File: config.mk
export PLATFORM = sky130hd
export DESIGN_NAME = civil_date_day_offset_flat
export DESIGN_NICKNAME = d
export VERILOG_FILES = /design/src/rtl/cvd_pkg.sv /design/src/rtl/cvd_in_if.sv /design/src/rtl/cvd_out_if.sv /design/src/rtl/cvd_to_days.sv /design/src/rtl/cvd_era_split.sv /design/src/rtl/cvd_to_civil.sv /design/src/rtl/civil_date_day_offset.sv /design/src/flat_wrapper.sv
export VERILOG_INCLUDE_DIRS = /design/src /design/src/rtl
export SDC_FILE = /design/constraint.sdc
export NUM_CORES = 2
export LEC_CHECK = 0
export ABC_CLOCK_PERIOD_IN_PS = 11000
export BUFFER_PORTS_ARGS = -buffer_cell sky130_fd_sc_hd__buf_2
export CORE_MARGIN = 5
export CORE_UTILIZATION = 55
export CTS_BUF_LIST = sky130_fd_sc_hd__clkbuf_8 sky130_fd_sc_hd__clkbuf_16
export DETAILED_ROUTE_END_ITERATION = 6
export PLACE_DENSITY = 0.69
export SLEW_MARGIN = 20
export SYNTH_ARGS = -nofsm -noshare
export SYNTH_HDL_FRONTEND = slang
export SYNTH_SLANG_ARGS = --single-unit
File: constraint.sdc
create_clock -name clk -period 11 [get_ports clk]
set_input_delay 1.1 -clock clk [delete_from_list [all_inputs] [get_ports clk]]
set_output_delay 1.1 -clock clk [all_outputs]
set_load 0.02 [all_outputs]
File: src/rtl/civil_date_day_offset_assert.svh
`ifndef CIVIL_DATE_DAY_OFFSET_ASSERT_SVH
`define CIVIL_DATE_DAY_OFFSET_ASSERT_SVH

// Checks on clk, quiet while rst_n is low.
`define CVD_ASSERT_IMPL(lbl, ante, cons, msg) \
  lbl: assert property (@(posedge clk) disable iff (!rst_n) (ante) |-> (cons)) \
    else $error(msg);

`define CVD_ASSERT_NEVER(lbl, expr, msg) \
  lbl: assert property (@(posedge clk) disable iff (!rst_n) !(expr)) \
    else $error(msg);

`endif

File: src/rtl/cvd_pkg.sv
package cvd_pkg;

  localparam int unsigned DAYS_SHIFT   = 719468;
  localparam int unsigned DAYS_PER_ERA = 146097;
  localparam int unsigned ERA_LAST     = 146096;

  // year bias keeps the shifted year positive; a multiple of 400
  localparam int unsigned YEAR_BIAS = 32800;
  localparam int unsigned DAY_BIAS  = 365 * YEAR_BIAS + YEAR_BIAS / 4 - YEAR_BIAS / 100
                                    + YEAR_BIAS / 400 + DAYS_SHIFT;
  // era bias keeps the shifted day count positive
  localparam int unsigned ERA_BIAS = 16384;
  localparam longint unsigned ZZ_BIAS = longint'(ERA_BIAS) * DAYS_PER_ERA + DAYS_SHIFT;
  localparam int unsigned YEAR_BASE = ERA_BIAS * 400;

  // reciprocals: floor(x/100) = (x*M)>>24 for x < 2**17, etc.
  localparam int unsigned DIV100_MUL  = 167773;
  localparam int unsigned DIVERA_MUL  = 7525901;  // floor(2**40 / 146097)
  localparam int unsigned DIV1460_MUL = 367720;
  localparam int unsigned DIV365_MUL  = 183860;

  localparam int unsigned ZZ_W   = 33;
  localparam int unsigned Q_W    = 15;
  localparam int unsigned DOE_W  = 18;
  localparam int unsigned DAYS_W = 26;

  typedef enum logic [1:0] {
    STAT_OK         = 2'd0,
    STAT_BAD_INPUT  = 2'd1,
    STAT_YEAR_RANGE = 2'd2
  } status_t;

  typedef struct packed {
    logic [4:0]         day;
    logic [3:0]         month;
    logic signed [15:0] year;
    logic signed [31:0] back;
  } date_t;

  typedef struct packed {
    logic            bad;
    logic [ZZ_W-1:0] zz;
  } days_word_t;

  typedef struct packed {
    logic             bad;
    logic [Q_W-1:0]   q;
    logic [DOE_W-1:0] doe;
  } era_word_t;

  typedef struct packed {
    logic [4:0]  day;
    logic [3:0]  month;
    logic [15:0] year;
    status_t     status;
  } result_t;

  // first day of year (March based) for each month index
  function automatic logic [8:0] month_start(input logic [3:0] mp);
    logic [8:0] s;
    case (mp)
      4'd0:    s = 9'd0;
      4'd1:    s = 9'd31;
      4'd2:    s = 9'd61;
      4'd3:    s = 9'd92;
      4'd4:    s = 9'd122;
      4'd5:    s = 9'd153;
      4'd6:    s = 9'd184;
      4'd7:    s = 9'd214;
      4'd8:    s = 9'd245;
      4'd9:    s = 9'd275;
      4'd10:   s = 9'd306;
      4'd11:   s = 9'd337;
      default: s = 9'd0;
    endcase
    return s;
  endfunction

endpackage

File: src/rtl/cvd_in_if.sv
interface cvd_in_if;
  logic               valid;
  logic               ready;
  logic [4:0]         in_day;
  logic [3:0]         in_month;
  logic signed [15:0] in_year;
  logic signed [31:0] days_back;

  modport source (output valid, output in_day, output in_month, output in_year,
                  output days_back, input ready);
  modport sink (input valid, input in_day, input in_month, input in_year,
                input days_back, output ready);
endinterface

File: src/rtl/cvd_out_if.sv
interface cvd_out_if;
  logic               valid;
  logic               ready;
  logic [4:0]         out_day;
  logic [3:0]         out_month;
  logic signed [15:0] out_year;
  logic [1:0]         status;

  modport source (output valid, output out_day, output out_month, output out_year,
                  output status, input ready);
  modport sink (input valid, input out_day, input out_month, input out_year,
                input status, output ready);
endinterface

File: src/rtl/cvd_to_days.sv
module cvd_to_days (
  input  logic               clk,
  input  logic               rst_n,
  input  logic               in_valid,
  output logic               in_ready,
  input  cvd_pkg::date_t     in_word,
  output logic               out_valid,
  input  logic               out_ready,
  output cvd_pkg::days_word_t out_word
);

  logic v1_r, v2_r, v3_r, v4_r;
  logic en1, en2, en3, en4;

  assign en4 = !v4_r || out_ready;
  assign en3 = !v3_r || en4;
  assign en2 = !v2_r || en3;
  assign en1 = !v1_r || en2;
  assign in_ready = en1;

  always_ff @(posedge clk) begin
    if (!rst_n) begin
      v1_r <= 1'b0;
      v2_r <= 1'b0;
      v3_r <= 1'b0;
      v4_r <= 1'b0;
    end else begin
      if (en1) v1_r <= in_valid;
      if (en2) v2_r <= v1_r;
      if (en3) v3_r <= v2_r;
      if (en4) v4_r <= v3_r;
    end
  end

  // stage 1: decode, March-based day of year, biased year
  logic        le_feb;
  logic [3:0]  mp;
  logic [17:0] ysum;
  logic        bad1_nxt;
  logic [8:0]  doy1_nxt;
  logic [16:0] yy1_nxt;

  always_comb begin
    le_feb   = in_word.month <= 4'd2;
    mp       = le_feb ? in_word.month + 4'd9 : in_word.month - 4'd3;
    bad1_nxt = (in_word.month == 4'd0) || (in_word.month > 4'd12) || (in_word.day == 5'd0);
    doy1_nxt = cvd_pkg::month_start(mp) + 9'(in_word.day) - 9'd1;
    ysum     = {{2{in_word.year[15]}}, in_word.year} - 18'(le_feb)
             + 18'(cvd_pkg::YEAR_BIAS);
    yy1_nxt  = ysum[16:0];
  end

  logic               bad1_r;
  logic [8:0]         doy1_r;
  logic [16:0]        yy1_r;
  logic signed [31:0] back1_r;

  always_ff @(posedge clk) begin
    if (en1) begin
      bad1_r  <= bad1_nxt;
      doy1_r  <= doy1_nxt;
      yy1_r   <= yy1_nxt;
      back1_r <= in_word.back;
    end
  end

  // stage 2: centuries of the biased year
  logic [34:0] c_prod;
  logic [9:0]  q100_nxt;

  always_comb begin
    c_prod   = 35'(yy1_r) * 35'(cvd_pkg::DIV100_MUL);
    q100_nxt = c_prod[33:24];
  end

  logic               bad2_r;
  logic [8:0]         doy2_r;
  logic [16:0]        yy2_r;
  logic [9:0]         q100_2_r;
  logic signed [31:0] back2_r;

  always_ff @(posedge clk) begin
    if (en2) begin
      bad2_r   <= bad1_r;
      doy2_r   <= doy1_r;
      yy2_r    <= yy1_r;
      q100_2_r <= q100_nxt;
      back2_r  <= back1_r;
    end
  end

  // stage 3: day number from 1970-01-01, two's complement
  logic [cvd_pkg::DAYS_W-1:0] pos_sum;
  logic [cvd_pkg::DAYS_W-1:0] days3_nxt;

  always_comb begin
    pos_sum   = cvd_pkg::DAYS_W'(yy2_r) * cvd_pkg::DAYS_W'(365)
              + cvd_pkg::DAYS_W'(yy2_r[16:2]) + cvd_pkg::DAYS_W'(q100_2_r[9:2])
              + cvd_pkg::DAYS_W'(doy2_r);
    days3_nxt = pos_sum - cvd_pkg::DAYS_W'(q100_2_r) - cvd_pkg::DAYS_W'(cvd_pkg::DAY_BIAS);
  end

  logic                       bad3_r;
  logic [cvd_pkg::DAYS_W-1:0] days3_r;
  logic signed [31:0]         back3_r;

  always_ff @(posedge clk) begin
    if (en3) begin
      bad3_r  <= bad2_r;
      days3_r <= days3_nxt;
      back3_r <= back2_r;
    end
  end

  // stage 4: subtract the offset, shift to a positive era-biased count
  logic [34:0]         zsum;
  cvd_pkg::days_word_t word4_nxt;

  always_comb begin
    zsum = {{(35 - cvd_pkg::DAYS_W){days3_r[cvd_pkg::DAYS_W-1]}}, days3_r}
         - {{3{back3_r[31]}}, back3_r} + 35'(cvd_pkg::ZZ_BIAS);
    word4_nxt.bad = bad3_r;
    word4_nxt.zz  = zsum[cvd_pkg::ZZ_W-1:0];
  end

  cvd_pkg::days_word_t word4_r;

  always_ff @(posedge clk) begin
    if (en4) word4_r <= word4_nxt;
  end

  assign out_valid = v4_r;
  assign out_word  = word4_r;

endmodule

File: src/rtl/cvd_era_split.sv
module cvd_era_split (
  input  logic                clk,
  input  logic                rst_n,
  input  logic                in_valid,
  output logic                in_ready,
  input  cvd_pkg::days_word_t in_word,
  output logic                out_valid,
  input  logic                out_ready,
  output cvd_pkg::era_word_t  out_word
);

  logic v1_r, v2_r, v3_r;
  logic en1, en2, en3;

  assign en3 = !v3_r || out_ready;
  assign en2 = !v2_r || en3;
  assign en1 = !v1_r || en2;
  assign in_ready = en1;

  always_ff @(posedge clk) begin
    if (!rst_n) begin
      v1_r <= 1'b0;
      v2_r <= 1'b0;
      v3_r <= 1'b0;
    end else begin
      if (en1) v1_r <= in_valid;
      if (en2) v2_r <= v1_r;
      if (en3) v3_r <= v2_r;
    end
  end

  // stage 1: era estimate from the top bits; equals the era or one less
  logic [47:0]            e_prod;
  logic [cvd_pkg::Q_W-1:0] qe1_nxt;

  always_comb begin
    e_prod  = 48'(in_word.zz[cvd_pkg::ZZ_W-1:8]) * 48'(cvd_pkg::DIVERA_MUL);
    qe1_nxt = e_prod[46:32];
  end

  logic                    bad1_r;
  logic [cvd_pkg::ZZ_W-1:0] zz1_r;
  logic [cvd_pkg::Q_W-1:0]  qe1_r;

  always_ff @(posedge clk) begin
    if (en1) begin
      bad1_r <= in_word.bad;
      zz1_r  <= in_word.zz;
      qe1_r  <= qe1_nxt;
    end
  end

  // stage 2: remainder against the estimate, below two eras
  logic [33:0] r_prod;
  logic [32:0] r_diff;
  logic [18:0] rem2_nxt;

  always_comb begin
    r_prod   = 34'(qe1_r) * 34'(cvd_pkg::DAYS_PER_ERA);
    r_diff   = zz1_r - r_prod[32:0];
    rem2_nxt = r_diff[18:0];
  end

  logic                    bad2_r;
  logic [18:0]             rem2_r;
  logic [cvd_pkg::Q_W-1:0] qe2_r;

  always_ff @(posedge clk) begin
    if (en2) begin
      bad2_r <= bad1_r;
      rem2_r <= rem2_nxt;
      qe2_r  <= qe1_r;
    end
  end

  // stage 3: one correction step
  logic               over;
  logic [18:0]        rem_fix;
  cvd_pkg::era_word_t word3_nxt;

  always_comb begin
    over          = rem2_r >= 19'(cvd_pkg::DAYS_PER_ERA);
    rem_fix       = over ? rem2_r - 19'(cvd_pkg::DAYS_PER_ERA) : rem2_r;
    word3_nxt.bad = bad2_r;
    word3_nxt.q   = qe2_r + cvd_pkg::Q_W'(over);
    word3_nxt.doe = rem_fix[cvd_pkg::DOE_W-1:0];
  end

  cvd_pkg::era_word_t word3_r;

  always_ff @(posedge clk) begin
    if (en3) word3_r <= word3_nxt;
  end

  assign out_valid = v3_r;
  assign out_word  = word3_r;

endmodule

File: src/rtl/cvd_to_civil.sv
module cvd_to_civil (
  input  logic               clk,
  input  logic               rst_n,
  input  logic               in_valid,
  output logic               in_ready,
  input  cvd_pkg::era_word_t in_word,
  output logic               out_valid,
  input  logic               out_ready,
  output cvd_pkg::result_t   out_word
);

  logic v1_r, v2_r, v3_r, v4_r, v5_r;
  logic en1, en2, en3, en4, en5;

  assign en5 = !v5_r || out_ready;
  assign en4 = !v4_r || en5;
  assign en3 = !v3_r || en4;
  assign en2 = !v2_r || en3;
  assign en1 = !v1_r || en2;
  assign in_ready = en1;

  always_ff @(posedge clk) begin
    if (!rst_n) begin
      v1_r <= 1'b0;
      v2_r <= 1'b0;
      v3_r <= 1'b0;
      v4_r <= 1'b0;
      v5_r <= 1'b0;
    end else begin
      if (en1) v1_r <= in_valid;
      if (en2) v2_r <= v1_r;
      if (en3) v3_r <= v2_r;
      if (en4) v4_r <= v3_r;
      if (en5) v5_r <= v4_r;
    end
  end

  // stage 1: doe / 1460
  logic [36:0] p_prod;
  logic [6:0]  p1460_nxt;

  always_comb begin
    p_prod    = 37'(in_word.doe) * 37'(cvd_pkg::DIV1460_MUL);
    p1460_nxt = p_prod[35:29];
  end

  logic                      bad1_r;
  logic [cvd_pkg::Q_W-1:0]   q1_r;
  logic [cvd_pkg::DOE_W-1:0] doe1_r;
  logic [6:0]                p1460_r;

  always_ff @(posedge clk) begin
    if (en1) begin
      bad1_r  <= in_word.bad;
      q1_r    <= in_word.q;
      doe1_r  <= in_word.doe;
      p1460_r <= p1460_nxt;
    end
  end

  // stage 2: leap-day corrected day count of the era
  logic [2:0]                cent;
  logic                      era_end;
  logic [cvd_pkg::DOE_W-1:0] n2_nxt;

  always_comb begin
    cent    = 3'(doe1_r >= 18'd36524) + 3'(doe1_r >= 18'd73048)
            + 3'(doe1_r >= 18'd109572) + 3'(doe1_r >= 18'(cvd_pkg::ERA_LAST));
    era_end = doe1_r == 18'(cvd_pkg::ERA_LAST);
    n2_nxt  = doe1_r - 18'(p1460_r) + 18'(cent) - 18'(era_end);
  end

  logic                      bad2_r;
  logic [cvd_pkg::Q_W-1:0]   q2_r;
  logic [cvd_pkg::DOE_W-1:0] doe2_r;
  logic [cvd_pkg::DOE_W-1:0] n2_r;

  always_ff @(posedge clk) begin
    if (en2) begin
      bad2_r <= bad1_r;
      q2_r   <= q1_r;
      doe2_r <= doe1_r;
      n2_r   <= n2_nxt;
    end
  end

  // stage 3: year of era
  logic [35:0] y_prod;
  logic [8:0]  yoe3_nxt;

  always_comb begin
    y_prod   = 36'(n2_r) * 36'(cvd_pkg::DIV365_MUL);
    yoe3_nxt = y_prod[34:26];
  end

  logic                      bad3_r;
  logic [cvd_pkg::Q_W-1:0]   q3_r;
  logic [cvd_pkg::DOE_W-1:0] doe3_r;
  logic [8:0]                yoe3_r;

  always_ff @(posedge clk) begin
    if (en3) begin
      bad3_r <= bad2_r;
      q3_r   <= q2_r;
      doe3_r <= doe2_r;
      yoe3_r <= yoe3_nxt;
    end
  end

  // stage 4: day of year and March-based year
  logic [cvd_pkg::DOE_W-1:0]  ystart;
  logic [cvd_pkg::DOE_W-1:0]  doy_full;
  logic [cvd_pkg::DAYS_W-1:0] year4_nxt;

  always_comb begin
    ystart    = 18'(yoe3_r) * 18'(365) + 18'(yoe3_r[8:2])
              - 18'(yoe3_r >= 9'd100) - 18'(yoe3_r >= 9'd200) - 18'(yoe3_r >= 9'd300);
    doy_full  = doe3_r - ystart;
    year4_nxt = cvd_pkg::DAYS_W'(yoe3_r) + cvd_pkg::DAYS_W'(q3_r) * cvd_pkg::DAYS_W'(400)
              - cvd_pkg::DAYS_W'(cvd_pkg::YEAR_BASE);
  end

  logic                       bad4_r;
  logic [8:0]                 doy4_r;
  logic [cvd_pkg::DAYS_W-1:0] year4_r;

  always_ff @(posedge clk) begin
    if (en4) begin
      bad4_r  <= bad3_r;
      doy4_r  <= doy_full[8:0];
      year4_r <= year4_nxt;
    end
  end

  // stage 5: month lookup, calendar year, range check, output register
  logic [3:0]                 mp;
  logic [8:0]                 day_off;
  logic [cvd_pkg::DAYS_W-1:0] year_cal;
  logic                       in_range;
  cvd_pkg::result_t           res_nxt;

  always_comb begin
    mp = 4'd0;
    for (int i = 1; i < 12; i++) begin
      if (doy4_r >= cvd_pkg::month_start(4'(i))) mp = 4'(i);
    end
    day_off  = doy4_r - cvd_pkg::month_start(mp) + 9'd1;
    year_cal = year4_r + cvd_pkg::DAYS_W'(mp >= 4'd10);
    // fits 16 bits when everything above bit 15 repeats the sign
    in_range = (year_cal[cvd_pkg::DAYS_W-1:15] == '0) ||
               (year_cal[cvd_pkg::DAYS_W-1:15] == '1);

    res_nxt.day    = day_off[4:0];
    res_nxt.month  = (mp < 4'd10) ? mp + 4'd3 : mp - 4'd9;
    res_nxt.year   = in_range ? year_cal[15:0] : 16'd0;
    res_nxt.status = in_range ? cvd_pkg::STAT_OK : cvd_pkg::STAT_YEAR_RANGE;
    if (bad4_r) begin
      res_nxt.day    = 5'd0;
      res_nxt.month  = 4'd0;
      res_nxt.year   = 16'd0;
      res_nxt.status = cvd_pkg::STAT_BAD_INPUT;
    end
  end

  cvd_pkg::result_t res_r;

  always_ff @(posedge clk) begin
    if (en5) res_r <= res_nxt;
  end

  assign out_valid = v5_r;
  assign out_word  = res_r;

endmodule

File: src/rtl/civil_date_day_offset.sv
// Accepted input words pass through all pipeline stages, in order, to out_ch.
// Throughput: one word per cycle while out_ch is ready; each stage has a valid
// bit, so bubbles close up and a stalled output holds while upstream stages keep filling.
// Depth is set by the four constant-reciprocal multipliers and the era split.
// Reset (rst_n low, synchronous) clears all valid bits; payload is not reset.
`include "civil_date_day_offset_assert.svh"

module civil_date_day_offset (
  input  logic     clk,
  input  logic     rst_n,
  cvd_in_if.sink   in_ch,
  cvd_out_if.source out_ch
);

  cvd_pkg::date_t      date_word;
  cvd_pkg::days_word_t days_word;
  cvd_pkg::era_word_t  era_word;
  cvd_pkg::result_t    res_word;

  logic days_valid, days_ready;
  logic era_valid, era_ready;

  always_comb begin
    date_word.day   = in_ch.in_day;
    date_word.month = in_ch.in_month;
    date_word.year  = in_ch.in_year;
    date_word.back  = in_ch.days_back;
  end

  cvd_to_days u_to_days (
    .clk       (clk),
    .rst_n     (rst_n),
    .in_valid  (in_ch.valid),
    .in_ready  (in_ch.ready),
    .in_word   (date_word),
    .out_valid (days_valid),
    .out_ready (days_ready),
    .out_word  (days_word)
  );

  cvd_era_split u_era_split (
    .clk       (clk),
    .rst_n     (rst_n),
    .in_valid  (days_valid),
    .in_ready  (days_ready),
    .in_word   (days_word),
    .out_valid (era_valid),
    .out_ready (era_ready),
    .out_word  (era_word)
  );

  cvd_to_civil u_to_civil (
    .clk       (clk),
    .rst_n     (rst_n),
    .in_valid  (era_valid),
    .in_ready  (era_ready),
    .in_word   (era_word),
    .out_valid (out_ch.valid),
    .out_ready (out_ch.ready),
    .out_word  (res_word)
  );

  assign out_ch.out_day   = res_word.day;
  assign out_ch.out_month = res_word.month;
  assign out_ch.out_year  = res_word.year;
  assign out_ch.status    = res_word.status;

  `CVD_ASSERT_IMPL(a_bad_word_zero,
    out_ch.valid && (out_ch.status == cvd_pkg::STAT_BAD_INPUT),
    (out_ch.out_day == 5'd0) && (out_ch.out_month == 4'd0) && (out_ch.out_year == 16'sd0),
    "bad-input word carries nonzero date")
  `CVD_ASSERT_IMPL(a_range_word,
    out_ch.valid && (out_ch.status == cvd_pkg::STAT_YEAR_RANGE),
    (out_ch.out_year == 16'sd0) && (out_ch.out_month >= 4'd1) && (out_ch.out_month <= 4'd12),
    "out-of-range word malformed")
  `CVD_ASSERT_NEVER(a_ok_date_legal,
    out_ch.valid && (out_ch.status == cvd_pkg::STAT_OK) &&
    ((out_ch.out_day == 5'd0) || (out_ch.out_month == 4'd0) || (out_ch.out_month > 4'd12)),
    "ok word with illegal day or month")
  `CVD_ASSERT_IMPL(a_empty_out_ready, !out_ch.valid, in_ch.ready,
    "input stalled while output stage is empty")

endmodule

File: src/flat_wrapper.sv
// flat-port wrapper written by rule: the top's interface ports become plain ports
module civil_date_day_offset_flat 
  (clk, rst_n, in_ch_valid, in_ch_in_day, in_ch_in_month, in_ch_in_year, in_ch_days_back, in_ch_ready, out_ch_valid, out_ch_out_day, out_ch_out_month, out_ch_out_year, out_ch_status, out_ch_ready);
  cvd_in_if in_ch_i ();
  cvd_out_if out_ch_i ();
  input  logic clk;
  input  logic rst_n;
  input wire logic [$bits(in_ch_i.valid)-1:0] in_ch_valid;
  input wire logic [$bits(in_ch_i.in_day)-1:0] in_ch_in_day;
  input wire logic [$bits(in_ch_i.in_month)-1:0] in_ch_in_month;
  input wire logic [$bits(in_ch_i.in_year)-1:0] in_ch_in_year;
  input wire logic [$bits(in_ch_i.days_back)-1:0] in_ch_days_back;
  output wire logic [$bits(in_ch_i.ready)-1:0] in_ch_ready;
  output wire logic [$bits(out_ch_i.valid)-1:0] out_ch_valid;
  output wire logic [$bits(out_ch_i.out_day)-1:0] out_ch_out_day;
  output wire logic [$bits(out_ch_i.out_month)-1:0] out_ch_out_month;
  output wire logic [$bits(out_ch_i.out_year)-1:0] out_ch_out_year;
  output wire logic [$bits(out_ch_i.status)-1:0] out_ch_status;
  input wire logic [$bits(out_ch_i.ready)-1:0] out_ch_ready;
  assign in_ch_i.valid = in_ch_valid;
  assign in_ch_i.in_day = in_ch_in_day;
  assign in_ch_i.in_month = in_ch_in_month;
  assign in_ch_i.in_year = in_ch_in_year;
  assign in_ch_i.days_back = in_ch_days_back;
  assign in_ch_ready = in_ch_i.ready;
  assign out_ch_valid = out_ch_i.valid;
  assign out_ch_out_day = out_ch_i.out_day;
  assign out_ch_out_month = out_ch_i.out_month;
  assign out_ch_out_year = out_ch_i.out_year;
  assign out_ch_status = out_ch_i.status;
  assign out_ch_i.ready = out_ch_ready;
  civil_date_day_offset u_core (.clk(clk), .rst_n(rst_n), .in_ch(in_ch_i), .out_ch(out_ch_i));
endmodule
==> out/summary.txt <==
status: completed
full die area: 112000 sq um
first-pass GRT wire length: 189 mm
Hold WC Path Type: reg -> reg
worst path required time: 11.39 ns
Synth-to-Final Area Change: 7.27%
Worst path most repeated cell: fa_1
max_cap viols: 0
Slowest-stage cell, CP: edfxtp_1
Max Fclk: 0.136 GHz
Setup Buffers After CTS: 0
Synth Instances: 5145
Mapped Avg Cell Area: 11.3 sq um
IO Pins: 90
setup TNS: 0 ns
crit share post-route: 66.9%
Iter 0 DRT Violations: 1567
Final Hold Vio Count: 0
fraction of layout cells with a size suffix above 1: 4.32%
TritonCTS Buffers: 58
CTS tree: yes
clk_lat worst skew: 0.67 ns
Port Buffers: 89
Setup violations, final: 0
vias in the first global route: 36807
total of warnings raised by yosys: 0
DR vias/cell: 5.19
core area: 105000 sq um
clock slew at reported path FFs: 0.06 ns
post-synthesis sequential area ratio: 26.5%
clk sink count: 518
Die Wd: 335 um
placed inst area: 60400 sq um
GP Congestion: 0.933
Setup Skew: 0.0509 ns
Slew @ Worst Pin: 1.05 ns
global route overflow: 0
Slew HR: 30.0%
Synth cell types: 80
max incr delay on CP: 0.63 ns
syn nets: 7066
crit-path cells: inv_1, fa_1, inv_1, fa_1, inv_1, fa_1, fa_1, fa_1, fa_1, fa_1, inv_1, ha_1, a21o_1, a21o_1, a21oi_1, o211ai_1, o21ai_1, a31oi_1, o41ai_2, mux2i_1, nand4_1
via count: 34927
clock buffer depth: 3
Avg WL per Cell: 17.0 um
total wire length: 114 mm
cts hold-fix bufs: 0
# rows: 119
element type at the critical path start: flop
PostCTS Resize Cnt: 0
Top delay family on crit path: adder cells
Starting Density: 55.3%
max-slew violations: 0
Total GRT Usage: 21.0%
CP Buf/Inv Count: 4
Detail Placement HPWL: 97.5 mm
critical path capture point type: flop
design area: 62400 sq um
Synth Register Bits: 518
DRC Markers: 0
DRT Pass-1 Iters: 5
Crit Path Max Fanout: 7
CP Class: reg -> reg
number of H-tree levels: 2
CP arrival: 7.74 ns
min Tclk post-route: 7.36 ns
Detail Route Antenna Nets: 0
EDFF count, synth: 506
synthesized cell area: 58200 sq um
ANT cells: 0
RSZ-0062 raised after global routing: false
Root Buffer Master: clkbuf_16
Final Net Count: 7217
Main synth FF type: edfxtp_1
antenna violations before repair: 1
async set or reset register ratio after synthesis: 0%
largest net degree at the start of global routing: 70
chip height: 335 um
==> through the flow <==
stage | cells | util (%) | setup slack (ns) | hold slack, ns
after floorplan | 5145 | - | 4.41 | 0.400
after global placement | 6627 | 57.5 | 3.76 | 0.401
after detailed placement | 6627 | 57.5 | 3.65 | 0.405
after CTS | 6734 | 59.4 | 3.62 | 0.384
after global routing | 6734 | 59.4 | 3.37 | 0.396
final | 6734 | 59.4 | 3.64 | 0.397
==> flip-flops by register name, summed over array words and instances (netlist names), 26 cells and up <==
register,flops
u_core.u_to_civil.out_word,27
u_core.u_to_days.back3_r,32
u_core.u_to_civil.year4_r,26
u_core.u_to_days.back1_r,32
u_core.u_to_days.back2_r,32
u_core.u_era_split.out_word,34
u_core.u_to_days.out_word,34
u_core.u_to_days.days3_r,26
==> final cells by class <==
type	instances	area (sq um)
flip-flops and latches	518	15400
clock buffers	61	1500
well taps	1391	1740
multi-input cells	3232	37500
fillers	8691	42700
clock inverters	46	480
repair buffers	105	566
inverters	1381	5180
==> kinds of logic after synthesis <==
group,Yosys count,synth area share [%]
AOI/OAI and AO/OA,543,6.10
xor gates and xnor gates,270,4.07
adders and majority gates,1862,49.5
buffers and inverters,1395,9.04
DFF,518,26.5
muxes,3,0.0538
and+or+nand+nor,554,4.75
==> synth_stat cells (all sizes together) (17+ instances only) <==
cell	number	area, sq um
fa	730	14600
xor2	82	718
a21o	79	593
edfxtp	506	15200
o211ai	19	143
ha	1130	14100
xnor2	188	1650
a211oi	24	180
o21a	31	233
and3	29	186
inv	1381	5180
nor3	57	308
nor2b	28	175
nand3	67	348
nand4	28	188
or3	17	111
nor2	139	524
nand2	123	462
o21bai	32	240
a31oi	18	113
o21ai	87	435
a21oi	162	811
==> cell usage in the layout, fill, tap and decap left out, types with 7 or more instances in the layout <==
cell type,synthesis,routed
xnor2_1,188,187
buf_2,1,89
nand3_1,66,66
or3_1,16,16
nand2b_1,11,11
and2_1,12,12
or2_2,11,11
a21o_1,79,79
bufinv_16,0,7
a211o_1,13,13
xor2_1,82,82
a31oi_1,18,18
nand2_1,123,121
fa_1,730,730
nand4_1,26,26
a21oi_1,162,162
ha_1,1130,1130
buf_4,0,16
o211ai_1,19,19
o21a_1,31,31
clkbuf_16,0,59
o21bai_1,32,32
nor2_1,138,138
and3_1,28,28
inv_1,1381,1390
dfxtp_1,12,12
edfxtp_1,506,506
nor3_1,55,55
a211oi_1,24,24
o21ai_0,85,85
a21boi_0,7,7
nor2b_1,28,28
nor4_1,9,9
==> path summary, 6_finish.rpt <==
path         slack [ns]                               startpoint                                     end  depth (start not counted)
max                3.64  u_core.u_to_days.out_word[13]$_DFFE_PP_  u_core.u_era_split.qe1_r[14]$_DFFE_PP_                         21
min                0.40      u_core.u_to_civil.q1_r[5]$_DFFE_PP_     u_core.u_to_civil.q2_r[5]$_DFFE_PP_                          0
max reg2reg        3.64  u_core.u_to_days.out_word[13]$_DFFE_PP_  u_core.u_era_split.qe1_r[14]$_DFFE_PP_                         21
min reg2reg        0.40      u_core.u_to_civil.q1_r[5]$_DFFE_PP_     u_core.u_to_civil.q2_r[5]$_DFFE_PP_                          0
==> per-layer routing <==
metal	track usage [%]	vias up	routed length, um
li1	-	17055	-
met1	28.0	17150	50300
met2	36.3	532	56400
met3	2.78	188	4380
met4	5.81	2	3430
met5	0	-	13
Power is not shown: default switching activity piles up to over one toggle a cycle in this logic, so the estimate is an artifact.
